<file path="src/sgr_pkg.sv">
// ----------------------------------------------------------------------------
// Scaled glyph renderer package
// Widths, codes and the command and status types shared by the modules.
// ----------------------------------------------------------------------------
`default_nettype none

package sgr_pkg;

    localparam int MAX_SCALE   = 8;
    localparam int GLYPH_COUNT = 128;
    localparam int GLYPH_W     = 5;
    localparam int GLYPH_H     = 7;
    localparam int ADVANCE     = 6;
    localparam int STORE_DEPTH = GLYPH_COUNT * GLYPH_H;
    localparam int STORE_AW    = $clog2(STORE_DEPTH);
    localparam int MASK_W      = GLYPH_W * MAX_SCALE;
    localparam int SUB_W       = (MAX_SCALE > 1) ? $clog2(MAX_SCALE) : 1;

    localparam int KIND_W     = 2;
    localparam int CODE_W     = 8;
    localparam int ROW_W      = 3;
    localparam int POS_W      = 12;
    localparam int COLOR_W    = 32;
    localparam int ADDR_W     = 26;
    localparam int PX_W       = 13;
    localparam int PY_W       = 12;
    localparam int SCALE_W    = 4;
    localparam int DIM_W      = 13;
    localparam int PITCH_W    = 14;
    localparam int CFG_IDX_W  = 3;
    localparam int CFG_DATA_W = 14;

    localparam logic [KIND_W-1:0] KIND_LOAD     = 2'd0;
    localparam logic [KIND_W-1:0] KIND_DRAW_XY  = 2'd1;
    localparam logic [KIND_W-1:0] KIND_DRAW_CUR = 2'd2;

    localparam logic [CFG_IDX_W-1:0] REG_FB_PRESENT    = 3'd0;
    localparam logic [CFG_IDX_W-1:0] REG_SCREEN_WIDTH  = 3'd1;
    localparam logic [CFG_IDX_W-1:0] REG_SCREEN_HEIGHT = 3'd2;
    localparam logic [CFG_IDX_W-1:0] REG_ROW_PITCH     = 3'd3;
    localparam logic [CFG_IDX_W-1:0] REG_SCALE         = 3'd4;

    typedef struct packed {
        logic load;
        logic capture;
        logic setup;
        logic issue;
        logic flush;
    } sgr_cmd_t;

    typedef struct packed {
        logic adv;
        logic draw_ok;
        logic last_row;
        logic pend_valid;
    } sgr_status_t;

endpackage

`default_nettype wire

</file>
<file path="src/sgr_ctrl.sv">
// ----------------------------------------------------------------------------
// Scaled glyph renderer controller
// Sequences request intake, draw setup, the row sweep, drain and flush.
// ----------------------------------------------------------------------------
`default_nettype none

module sgr_ctrl
    import sgr_pkg::*;
(
    input  logic              clk,
    input  logic              rst_n,
    input  logic              in_valid,
    output logic              in_ready,
    input  logic [KIND_W-1:0] kind,
    input  sgr_status_t       status,
    output sgr_cmd_t          cmd
);

    typedef enum logic [2:0] {
        ST_IDLE,
        ST_SETUP,
        ST_ROWS,
        ST_DRAIN,
        ST_FLUSH
    } state_t;

    state_t state_reg;
    state_t state_next;
    logic   accept;
    logic   is_draw;

    assign in_ready = (state_reg == ST_IDLE);
    assign accept   = in_valid && in_ready;
    assign is_draw  = (kind == KIND_DRAW_XY) || (kind == KIND_DRAW_CUR);

    always_comb
    begin
        cmd.load    = accept && (kind == KIND_LOAD);
        cmd.capture = accept && is_draw;
        cmd.setup   = (state_reg == ST_SETUP);
        cmd.issue   = (state_reg == ST_ROWS);
        cmd.flush   = (state_reg == ST_FLUSH);
    end

    always_comb
    begin
        state_next = state_reg;
        unique case (state_reg)
            ST_IDLE:
            begin
                if (accept && is_draw && status.draw_ok)
                begin
                    state_next = ST_SETUP;
                end
            end
            ST_SETUP:
            begin
                state_next = ST_ROWS;
            end
            ST_ROWS:
            begin
                if (status.adv && status.last_row)
                begin
                    state_next = ST_DRAIN;
                end
            end
            ST_DRAIN:
            begin
                if (status.adv)
                begin
                    state_next = ST_FLUSH;
                end
            end
            ST_FLUSH:
            begin
                if (!status.pend_valid || status.adv)
                begin
                    state_next = ST_IDLE;
                end
            end
            default:
            begin
                state_next = ST_IDLE;
            end
        endcase
    end

    always_ff @(posedge clk or negedge rst_n)
    begin
        if (!rst_n)
        begin
            state_reg <= ST_IDLE;
        end
        else
        begin
            state_reg <= state_next;
        end
    end

endmodule

`default_nettype wire

</file>
<file path="src/sgr_datapath.sv">
// ----------------------------------------------------------------------------
// Scaled glyph renderer datapath
// Font store, configuration, cursor, row sweep, mask build and output stage.
// ----------------------------------------------------------------------------
`default_nettype none

module sgr_datapath
    import sgr_pkg::*;
(
    input  logic                  clk,
    input  logic                  rst_n,
    input  sgr_cmd_t              cmd,
    output sgr_status_t           status,
    input  logic                  cfg_wr_en,
    input  logic [CFG_IDX_W-1:0]  cfg_index,
    input  logic [CFG_DATA_W-1:0] cfg_wdata,
    input  logic [KIND_W-1:0]     kind,
    input  logic [CODE_W-1:0]     char_code,
    input  logic [ROW_W-1:0]      font_row,
    input  logic [GLYPH_W-1:0]    font_bits,
    input  logic [POS_W-1:0]      x_pos,
    input  logic [POS_W-1:0]      y_pos,
    input  logic [COLOR_W-1:0]    color,
    output logic                  out_valid,
    input  logic                  out_ready,
    output logic [ADDR_W-1:0]     row_address,
    output logic [PX_W-1:0]       pixel_x,
    output logic [PY_W-1:0]       pixel_y,
    output logic [MASK_W-1:0]     pixel_mask,
    output logic [COLOR_W-1:0]    color_res,
    output logic                  last
);

    logic [GLYPH_W-1:0] font_mem [STORE_DEPTH];

    logic                fb_present_reg;
    logic [DIM_W-1:0]    width_reg;
    logic [DIM_W-1:0]    height_reg;
    logic [PITCH_W-1:0]  pitch_reg;
    logic [SCALE_W-1:0]  scale_reg;

    logic [PX_W-1:0]     cursor_x_reg;
    logic [PY_W-1:0]     cursor_y_reg;
    logic [PX_W-1:0]     x0_reg;
    logic [PY_W-1:0]     y0_reg;
    logic [COLOR_W-1:0]  color_reg;
    logic [CODE_W-1:0]   code_reg;
    logic [SCALE_W-1:0]  s_reg;
    logic [MASK_W-1:0]   span_reg [GLYPH_W];

    logic [ROW_W-1:0]    g_reg;
    logic [SUB_W-1:0]    k_reg;
    logic [PY_W:0]       ya_reg;
    logic [ADDR_W-1:0]   addra_reg;

    logic                bvalid_reg;
    logic                visb_reg;
    logic [GLYPH_W-1:0]  rd_reg;
    logic [PY_W-1:0]     yb_reg;
    logic [ADDR_W-1:0]   addrb_reg;

    logic                p_valid_reg;
    logic [ADDR_W-1:0]   p_addr_reg;
    logic [PY_W-1:0]     p_y_reg;
    logic [MASK_W-1:0]   p_mask_reg;

    logic                out_valid_reg;
    logic [ADDR_W-1:0]   o_addr_reg;
    logic [PX_W-1:0]     o_x_reg;
    logic [PY_W-1:0]     o_y_reg;
    logic [MASK_W-1:0]   o_mask_reg;
    logic [COLOR_W-1:0]  o_color_reg;
    logic                o_last_reg;

    logic [SCALE_W-1:0]  eff_scale;
    logic [PX_W-1:0]     start_x;
    logic [PX_W:0]       adv_sum;
    logic [PX_W-1:0]     cursor_x_next;
    logic [STORE_AW-1:0] wr_addr;
    logic [STORE_AW-1:0] rd_addr;
    logic [PX_W:0]       room;
    logic [MASK_W-1:0]   clip;
    logic [MASK_W-1:0]   ones;
    logic [ADDR_W-1:0]   base_addr;
    logic                adv;
    logic                last_row;
    logic                vis_a;
    logic [MASK_W-1:0]   cand_mask;
    logic                cand;
    logic                move_flush;

    // Configuration registers.
    always_ff @(posedge clk or negedge rst_n)
    begin
        if (!rst_n)
        begin
            fb_present_reg <= 1'b0;
            width_reg      <= '0;
            height_reg     <= '0;
            pitch_reg      <= '0;
            scale_reg      <= SCALE_W'(1);
        end
        else if (cfg_wr_en)
        begin
            unique case (cfg_index)
                REG_FB_PRESENT:    fb_present_reg <= cfg_wdata[0];
                REG_SCREEN_WIDTH:  width_reg      <= cfg_wdata[DIM_W-1:0];
                REG_SCREEN_HEIGHT: height_reg     <= cfg_wdata[DIM_W-1:0];
                REG_ROW_PITCH:     pitch_reg      <= cfg_wdata[PITCH_W-1:0];
                REG_SCALE:         scale_reg      <= cfg_wdata[SCALE_W-1:0];
                default:
                begin
                end
            endcase
        end
    end

    assign eff_scale = (scale_reg > SCALE_W'(MAX_SCALE)) ? SCALE_W'(MAX_SCALE) : scale_reg;

    assign status.draw_ok = fb_present_reg && (eff_scale != '0) &&
                            ({1'b0, char_code} < (CODE_W + 1)'(GLYPH_COUNT));

    // Cursor advance by six scaled columns, saturating at the top of the range.
    assign start_x = (kind == KIND_DRAW_XY) ? PX_W'(x_pos) : cursor_x_reg;
    assign adv_sum = {1'b0, start_x} + (PX_W + 1)'(eff_scale) * (PX_W + 1)'(ADVANCE);
    assign cursor_x_next = adv_sum[PX_W] ? {PX_W{1'b1}} : adv_sum[PX_W-1:0];

    always_ff @(posedge clk or negedge rst_n)
    begin
        if (!rst_n)
        begin
            cursor_x_reg <= '0;
            cursor_y_reg <= '0;
        end
        else if (cmd.capture)
        begin
            cursor_x_reg <= cursor_x_next;
            if (kind == KIND_DRAW_XY)
            begin
                cursor_y_reg <= y_pos;
            end
        end
    end

    always_ff @(posedge clk)
    begin
        if (cmd.capture)
        begin
            x0_reg    <= start_x;
            y0_reg    <= (kind == KIND_DRAW_XY) ? y_pos : cursor_y_reg;
            color_reg <= color;
            code_reg  <= char_code;
            s_reg     <= eff_scale;
        end
    end

    // Font store: one write port for loads, one registered read port for rows.
    assign wr_addr = STORE_AW'(char_code) * STORE_AW'(GLYPH_H) + STORE_AW'(font_row);
    assign rd_addr = STORE_AW'(code_reg) * STORE_AW'(GLYPH_H) + STORE_AW'(g_reg);

    always_ff @(posedge clk)
    begin
        if (cmd.load && ({1'b0, char_code} < (CODE_W + 1)'(GLYPH_COUNT)) &&
            (font_row < ROW_W'(GLYPH_H)))
        begin
            font_mem[wr_addr] <= font_bits;
        end
        if (adv && cmd.issue)
        begin
            rd_reg <= font_mem[rd_addr];
        end
    end

    // Per-character setup: clipped column spans and the first row address.
    assign room = {1'b0, width_reg} - {1'b0, x0_reg};
    assign ones = (MASK_W'(1) << s_reg) - MASK_W'(1);
    assign base_addr = ADDR_W'(ADDR_W'(y0_reg) * ADDR_W'(pitch_reg)) + ADDR_W'(x0_reg);

    always_comb
    begin
        for (int c = 0; c < MASK_W; c++)
        begin
            clip[c] = !room[PX_W] && ((PX_W + 1)'(c) < room);
        end
    end

    always_ff @(posedge clk)
    begin
        if (cmd.setup)
        begin
            for (int gc = 0; gc < GLYPH_W; gc++)
            begin
                span_reg[gc] <= (ones << (int'(s_reg) * gc)) & clip;
            end
        end
    end

    // Row sweep: glyph row, repeat index within the scale, screen row, address.
    assign adv      = !out_valid_reg || out_ready;
    assign last_row = (g_reg == ROW_W'(GLYPH_H - 1)) &&
                      (SCALE_W'(k_reg) == s_reg - SCALE_W'(1));
    assign vis_a    = !ya_reg[PY_W] && (ya_reg < height_reg);

    always_ff @(posedge clk)
    begin
        if (cmd.setup)
        begin
            g_reg     <= '0;
            k_reg     <= '0;
            ya_reg    <= {1'b0, y0_reg};
            addra_reg <= base_addr;
        end
        else if (adv && cmd.issue)
        begin
            if (SCALE_W'(k_reg) == s_reg - SCALE_W'(1))
            begin
                k_reg <= '0;
                g_reg <= g_reg + ROW_W'(1);
            end
            else
            begin
                k_reg <= k_reg + SUB_W'(1);
            end
            ya_reg    <= ya_reg + (PY_W + 1)'(1);
            addra_reg <= addra_reg + ADDR_W'(pitch_reg);
        end
    end

    always_ff @(posedge clk)
    begin
        if (adv && cmd.issue)
        begin
            visb_reg  <= vis_a;
            yb_reg    <= ya_reg[PY_W-1:0];
            addrb_reg <= addra_reg;
        end
    end

    // Row mask from the fetched glyph bits.
    always_comb
    begin
        cand_mask = '0;
        for (int gc = 0; gc < GLYPH_W; gc++)
        begin
            cand_mask = cand_mask | (span_reg[gc] & {MASK_W{rd_reg[GLYPH_W-1-gc]}});
        end
    end

    assign cand       = bvalid_reg && visb_reg && (cand_mask != '0);
    assign move_flush = cmd.flush && p_valid_reg;

    // A row result waits in the pending stage until the next one shows whether
    // it is the character's final row.
    always_ff @(posedge clk or negedge rst_n)
    begin
        if (!rst_n)
        begin
            bvalid_reg    <= 1'b0;
            p_valid_reg   <= 1'b0;
            out_valid_reg <= 1'b0;
        end
        else if (adv)
        begin
            bvalid_reg <= cmd.issue;
            if (cand)
            begin
                p_valid_reg   <= 1'b1;
                out_valid_reg <= p_valid_reg;
            end
            else if (move_flush)
            begin
                p_valid_reg   <= 1'b0;
                out_valid_reg <= 1'b1;
            end
            else
            begin
                out_valid_reg <= 1'b0;
            end
        end
    end

    always_ff @(posedge clk)
    begin
        if (adv && ((cand && p_valid_reg) || move_flush))
        begin
            o_addr_reg  <= p_addr_reg;
            o_x_reg     <= x0_reg;
            o_y_reg     <= p_y_reg;
            o_mask_reg  <= p_mask_reg;
            o_color_reg <= color_reg;
            o_last_reg  <= !cand;
        end
        if (adv && cand)
        begin
            p_addr_reg <= addrb_reg;
            p_y_reg    <= yb_reg;
            p_mask_reg <= cand_mask;
        end
    end

    assign status.adv        = adv;
    assign status.last_row   = last_row;
    assign status.pend_valid = p_valid_reg;

    assign out_valid   = out_valid_reg;
    assign row_address = o_addr_reg;
    assign pixel_x     = o_x_reg;
    assign pixel_y     = o_y_reg;
    assign pixel_mask  = o_mask_reg;
    assign color_res   = o_color_reg;
    assign last        = o_last_reg;

endmodule

`default_nettype wire

</file>
<file path="src/scaled_glyph_renderer.sv">
// ----------------------------------------------------------------------------
// Scaled glyph renderer
// Turns 5x7 font characters, enlarged by an integer scale, into row writes.
// ----------------------------------------------------------------------------
// The input channel takes one request at a time: a font row load or a draw,
// either at an explicit position or at the kept cursor. The output channel
// gives one row write per visible, non-empty scaled row, with last set on
// the final row of a character. Configuration is written through a plain
// write port; the user is to write it only while the block is idle, which
// the block does not enforce. A font load leaves the block idle, as does a
// draw with the framebuffer off, scale zero or a code out of range. Any
// other draw is taken, then a setup state forms the first row address and
// the clipped column spans, the sweep gives one scaled row per cycle through
// the font store read port while the receiver does not stall, and the drain
// and flush states empty the row pipeline and the held result. A result
// passes from the read register through the pending stage to the output
// registers; it is held back until the next non-empty row or the end of the
// character shows whether it is the final one.
// Reset clears the configuration (scale to one), the cursor and all valid
// flags; the font store holds no defined contents until written. When the
// receiver stalls, the row sweep stops in place and resumes without loss.
// ----------------------------------------------------------------------------
`default_nettype none

module scaled_glyph_renderer
    import sgr_pkg::*;
(
    input  logic                  clk,
    input  logic                  rst_n,
    input  logic                  cfg_wr_en,
    input  logic [CFG_IDX_W-1:0]  cfg_index,
    input  logic [CFG_DATA_W-1:0] cfg_wdata,
    input  logic                  in_valid,
    output logic                  in_ready,
    input  logic [KIND_W-1:0]     kind,
    input  logic [CODE_W-1:0]     char_code,
    input  logic [ROW_W-1:0]      font_row,
    input  logic [GLYPH_W-1:0]    font_bits,
    input  logic [POS_W-1:0]      x_pos,
    input  logic [POS_W-1:0]      y_pos,
    input  logic [COLOR_W-1:0]    color,
    output logic                  out_valid,
    input  logic                  out_ready,
    output logic [ADDR_W-1:0]     row_address,
    output logic [PX_W-1:0]       pixel_x,
    output logic [PY_W-1:0]       pixel_y,
    output logic [MASK_W-1:0]     pixel_mask,
    output logic [COLOR_W-1:0]    color_res,
    output logic                  last
);

    sgr_cmd_t    cmd;
    sgr_status_t status;

    sgr_ctrl u_ctrl (
        .clk      (clk),
        .rst_n    (rst_n),
        .in_valid (in_valid),
        .in_ready (in_ready),
        .kind     (kind),
        .status   (status),
        .cmd      (cmd)
    );

    sgr_datapath u_datapath (
        .clk         (clk),
        .rst_n       (rst_n),
        .cmd         (cmd),
        .status      (status),
        .cfg_wr_en   (cfg_wr_en),
        .cfg_index   (cfg_index),
        .cfg_wdata   (cfg_wdata),
        .kind        (kind),
        .char_code   (char_code),
        .font_row    (font_row),
        .font_bits   (font_bits),
        .x_pos       (x_pos),
        .y_pos       (y_pos),
        .color       (color),
        .out_valid   (out_valid),
        .out_ready   (out_ready),
        .row_address (row_address),
        .pixel_x     (pixel_x),
        .pixel_y     (pixel_y),
        .pixel_mask  (pixel_mask),
        .color_res   (color_res),
        .last        (last)
    );

endmodule

`default_nettype wire

</file>
<file path="config.mk">
export PLATFORM = sky130hd
export DESIGN_NAME = scaled_glyph_renderer
export DESIGN_NICKNAME = d
export VERILOG_FILES = /design/src/sgr_pkg.sv /design/src/sgr_ctrl.sv /design/src/sgr_datapath.sv /design/src/scaled_glyph_renderer.sv
export SDC_FILE = /design/constraint.sdc
export NUM_CORES = 2
export LEC_CHECK = 0
export BUFFER_PORTS_ARGS = -buffer_cell sky130_fd_sc_hd__buf_2
export CAP_MARGIN = 25
export CORE_MARGIN = 4
export CORE_UTILIZATION = 32
export CTS_BUF_LIST = sky130_fd_sc_hd__clkbuf_16
export DETAILED_ROUTE_END_ITERATION = 16
export GPL_ROUTABILITY_DRIVEN = 0
export SETUP_SLACK_MARGIN = 0.15
export SLEW_MARGIN = 25
export SYNTH_ARGS = -nofsm -noshare
export SYNTH_HDL_FRONTEND = slang
export SYNTH_MEMORY_MAX_BITS = 65536
export SYNTH_SLANG_ARGS = --single-unit
</file>
<file path="constraint.sdc">
create_clock -name clk -period 8.8 [get_ports clk]
set_input_delay 1.76 -clock clk [delete_from_list [all_inputs] [get_ports clk]]
set_output_delay 1.76 -clock clk [all_outputs]
set_load 0.01 [all_outputs]
</file>
==> out/qor.csv <==
stage,metric,value,unit
outcome,run_status,finished clean,
sta,drv_slew,0,
min_path,hold-path-endpoint,u_datapath.color_res[29],
final_layout,largest_reg_flops,4480,
global_route,grt.met2_usage,27.6,%
sta,fin_crit,6.94,ns
clock_network,insertion_delay,1.10,ns
drt,vias,118000,
clock_network,cts_resized,0,
logic_synthesis,synth_area,215000,µm²
floorplan,io_pins,222,
floorplan,die_w,828,µm
floorplan,dieArea,685000,µm²
worst_setup_path,r2r.worst_path.cells,16,
worst_setup_path,cp-start-kind,register,
job,drv_cap,0,
final_layout,syn2layout_area_growth,13.5,%
power_and_ir_drop,power.leakage,77.1,nW
sta,timing.final.crit_share,78.8,%
power_and_ir_drop,powerDensity,343,nW/µm²
placement,hpwl,384000,µm
logic_synthesis,synth_top_area_cell,edfxtp_1,
sta,grt_setup_unrepaired,false,
logic_synthesis,synth.distinct_cells,107,
global_route,first_global_vias,116000,
floorplan,rows,300,
worst_setup_path,arrival,7.71,ns
min_path,hp-class,register to register,
clock_network,ctsHtreeMaxLevel,6,
min_path,min_from,u_datapath.color_reg[29],
sta,relSlewSlack,21.7,%
global_route,grt_overflow_total,0,
drt,ant_nets,0,
drt,vias_per_cell,5.54,
worst_setup_path,r2r_slack,1.86,ns
logic_synthesis,synth-async-reset-ratio,1.49,%
global_route,grt_busiest_layer,met2,
global_route,track_usage,17.7,%
drt,routed_wl,625000,µm
worst_setup_path,crit_chain,"fa_1, inv_1, fa_1, inv_1, ha_1, a211oi_4, o2111ai_1, and3_4, nor2_1, buf_4, a32o_1, a2111oi_0, buf_4, nor3_1, a2111o_1, nor4_1",
sta,fin_ws,1.86,ns
clock_network,postCtsSetupRepairBufs,0,
clock_network,cts_tree,done,
clock_network,cts.path.max_buffers,4,
final_layout,drive_gt1_share,22.5,%
clock_network,cts_buffers,526,
drt,drt_pass1_iterations,9,
final_layout,stdcell_area,244000,µm²
logic_synthesis,synth_enable_flop_cells,5030,
sta,finalClockSkew,0.0758,ns
logic_synthesis,syn_nets,12200,
floorplan,core_area,669000,µm²
global_route,antenna_found_initial,44,
sta,hold_viol_final,0,
worst_setup_path,end_kind,register,
worst_setup_path,cpPeakStageDelay,0.85,ns
placement,io_buffers,221,
final_layout,nets,12500,
drt,drtIter0Drc,15800,
placement,dpl_cell_area,227000,µm²
logic_synthesis,syn_inst,11800,
global_route,grt_pass1_wl,889000,µm
logic_synthesis,synth_top_cell_area_share,70.2,%
drt,route.detailed.drc,0,
floorplan,start_util,32.2,%
clock_network,cts_sinks,5113,
logic_synthesis,ys_warn_count,0,
placement,dp_slack,1.38,ns
power_and_ir_drop,ir_worst_vdd,0.411,mV
logic_synthesis,synth_ff_type,edfxtp_1,
logic_synthesis,seq_area_frac_synth,71.2,%
worst_setup_path,cp.required,9.58,ns
clock_network,cts-root-buf,clkbuf_16,
global_route,grt_max_degree,169,
worst_setup_path,r2r-start,u_datapath.code_reg[1],
sta,worst_slew_pin_slew,1.17,ns
min_path,hold_path_depth,0,
global_route,use_met3,3.64,%
logic_synthesis,synth_most_common_cell,edfxtp_1,
sta,fmax,144,MHz
worst_setup_path,r2r-end,u_datapath.rd_reg[4],
logic_synthesis,ys_top_cells_by_count,"5,030 x edfxtp_1, 1,280 x mux4_2, 725 x nor3_1, 690 x nand2_1, 519 x nor2_1",
power_and_ir_drop,p_total,0.0836,W
global_route,use_met1,25.0,%
floorplan,die_y,828,µm
logic_synthesis,synth_seq_cells,5113,
logic_synthesis,synth_area_leaders,"edfxtp_1 70%, mux4_2 13%, nor3_1 1.7%",
sta,setup_viol,0,
drt,wire_per_inst,29.2,µm
worst_setup_path,critical_path_peak_fanout,34,
clock_network,clkTransAtPathRegs,0.06,ns
sta,setup_tns,0,ns
clock_network,hold_buffers,0,
logic_synthesis,syn_avg_cell_area,18.2,µm²
worst_setup_path,timing.setup.critical_path_class,register to register,
worst_setup_path,crit_path_top_delay_cell,and3_4,
## per-layer routing
metal  part of all wire [%]  up-vias
met3                     10     1058
li1                       -    48100
met4                    3.6       16
met5                  0.018        -
met1                     40    62400
met2                     46     6847
## layout make-up
| class | count | area [µm²] |
|---|---|---|
| Multi-Input combinational cell | 5550 | 57300 |
| Clock buffer | 534 | 13400 |
| Tap cell | 8909 | 11100 |
| Fill cell | 61200 | 424000 |
| Sequential cell | 5113 | 153000 |
| Clock inverter | 415 | 3690 |
| Inverter | 298 | 1130 |
| Antenna cell | 14 | 35.0 |
| Timing Repair Buffer | 547 | 4350 |
## kinds of logic (layout without fill, tap and decap cells)
logic type      count (synthesis)  count (layout)  synth area share, %
mux                          1548            1548                 14.7
xor+xnor                      113             113                0.460
compound gates               1155            1155                 3.61
simple gates                 2400            2400                 5.14
buf+inv                      1129            1794                 2.38
other cells                     0              14                    0
flops                        5113            5113                 71.2
fa+ha+maj                     334             334                 2.48
## worst max-delay path, delay by kind of cell, from the launching register on
| kind | cells | cell delay, ns |
|---|---|---|
| simple gates | 4 | 1.98 |
| buf+inv | 4 | 0.71 |
| fa+ha+maj | 3 | 1.40 |
| flops | 1 | 0.50 |
| compound gates | 5 | 2.02 |
## power by group
group          total (W)  internal (W)  leakage, nW  switching, W
clock network     0.0221        0.0124         8.65       0.00972
registers         0.0286        0.0281         46.3      0.000452
logic             0.0330        0.0123         22.1        0.0206
## layout by cell type (no fill, tap or decap), drive strengths merged, types with 144 or more instances in the layout
cell and n:
nor3 728, a21oi 294, mux2i 169, nand3 144, nand2 690, clkinv 227, nor2 519, inv 419
edfxtp 5030, a211oi 165, mux4 1284, ha 179, fa 155, clkbuf 534, buf 547, o21ai 189
## metrics by stage
step / std cells / util, % / hold slack [ns]
floorplan: 11800 / - / 0.400
global placement: 20400 / 34.0 / 0.401
detailed placement: 20400 / 34.0 / 0.405
CTS: 21400 / 36.5 / 0.403
global route: 21400 / 36.5 / 0.422
finish: 21400 / 36.5 / 0.406
## how the worst max path moves through the flow
| stage | start | end | slack [ns] | cells after the start |
|---|---|---|---|---|
| floorplan | out_ready | u_datapath.color_res[0] | 0.76 | 3 |
| global placement | char_code[0] | u_datapath.font_mem[636][4] | 1.30 | 16 |
| detailed placement | char_code[0] | u_datapath.font_mem[571][0] | 1.38 | 16 |
| CTS | u_datapath.code_reg[1] | u_datapath.rd_reg[3] | 2.06 | 17 |
| global route | u_datapath.code_reg[1] | u_datapath.rd_reg[3] | 1.74 | 17 |
| finish | u_datapath.code_reg[1] | u_datapath.rd_reg[4] | 1.86 | 16 |
No activity file was read; power rests on OpenSTA's default activity.
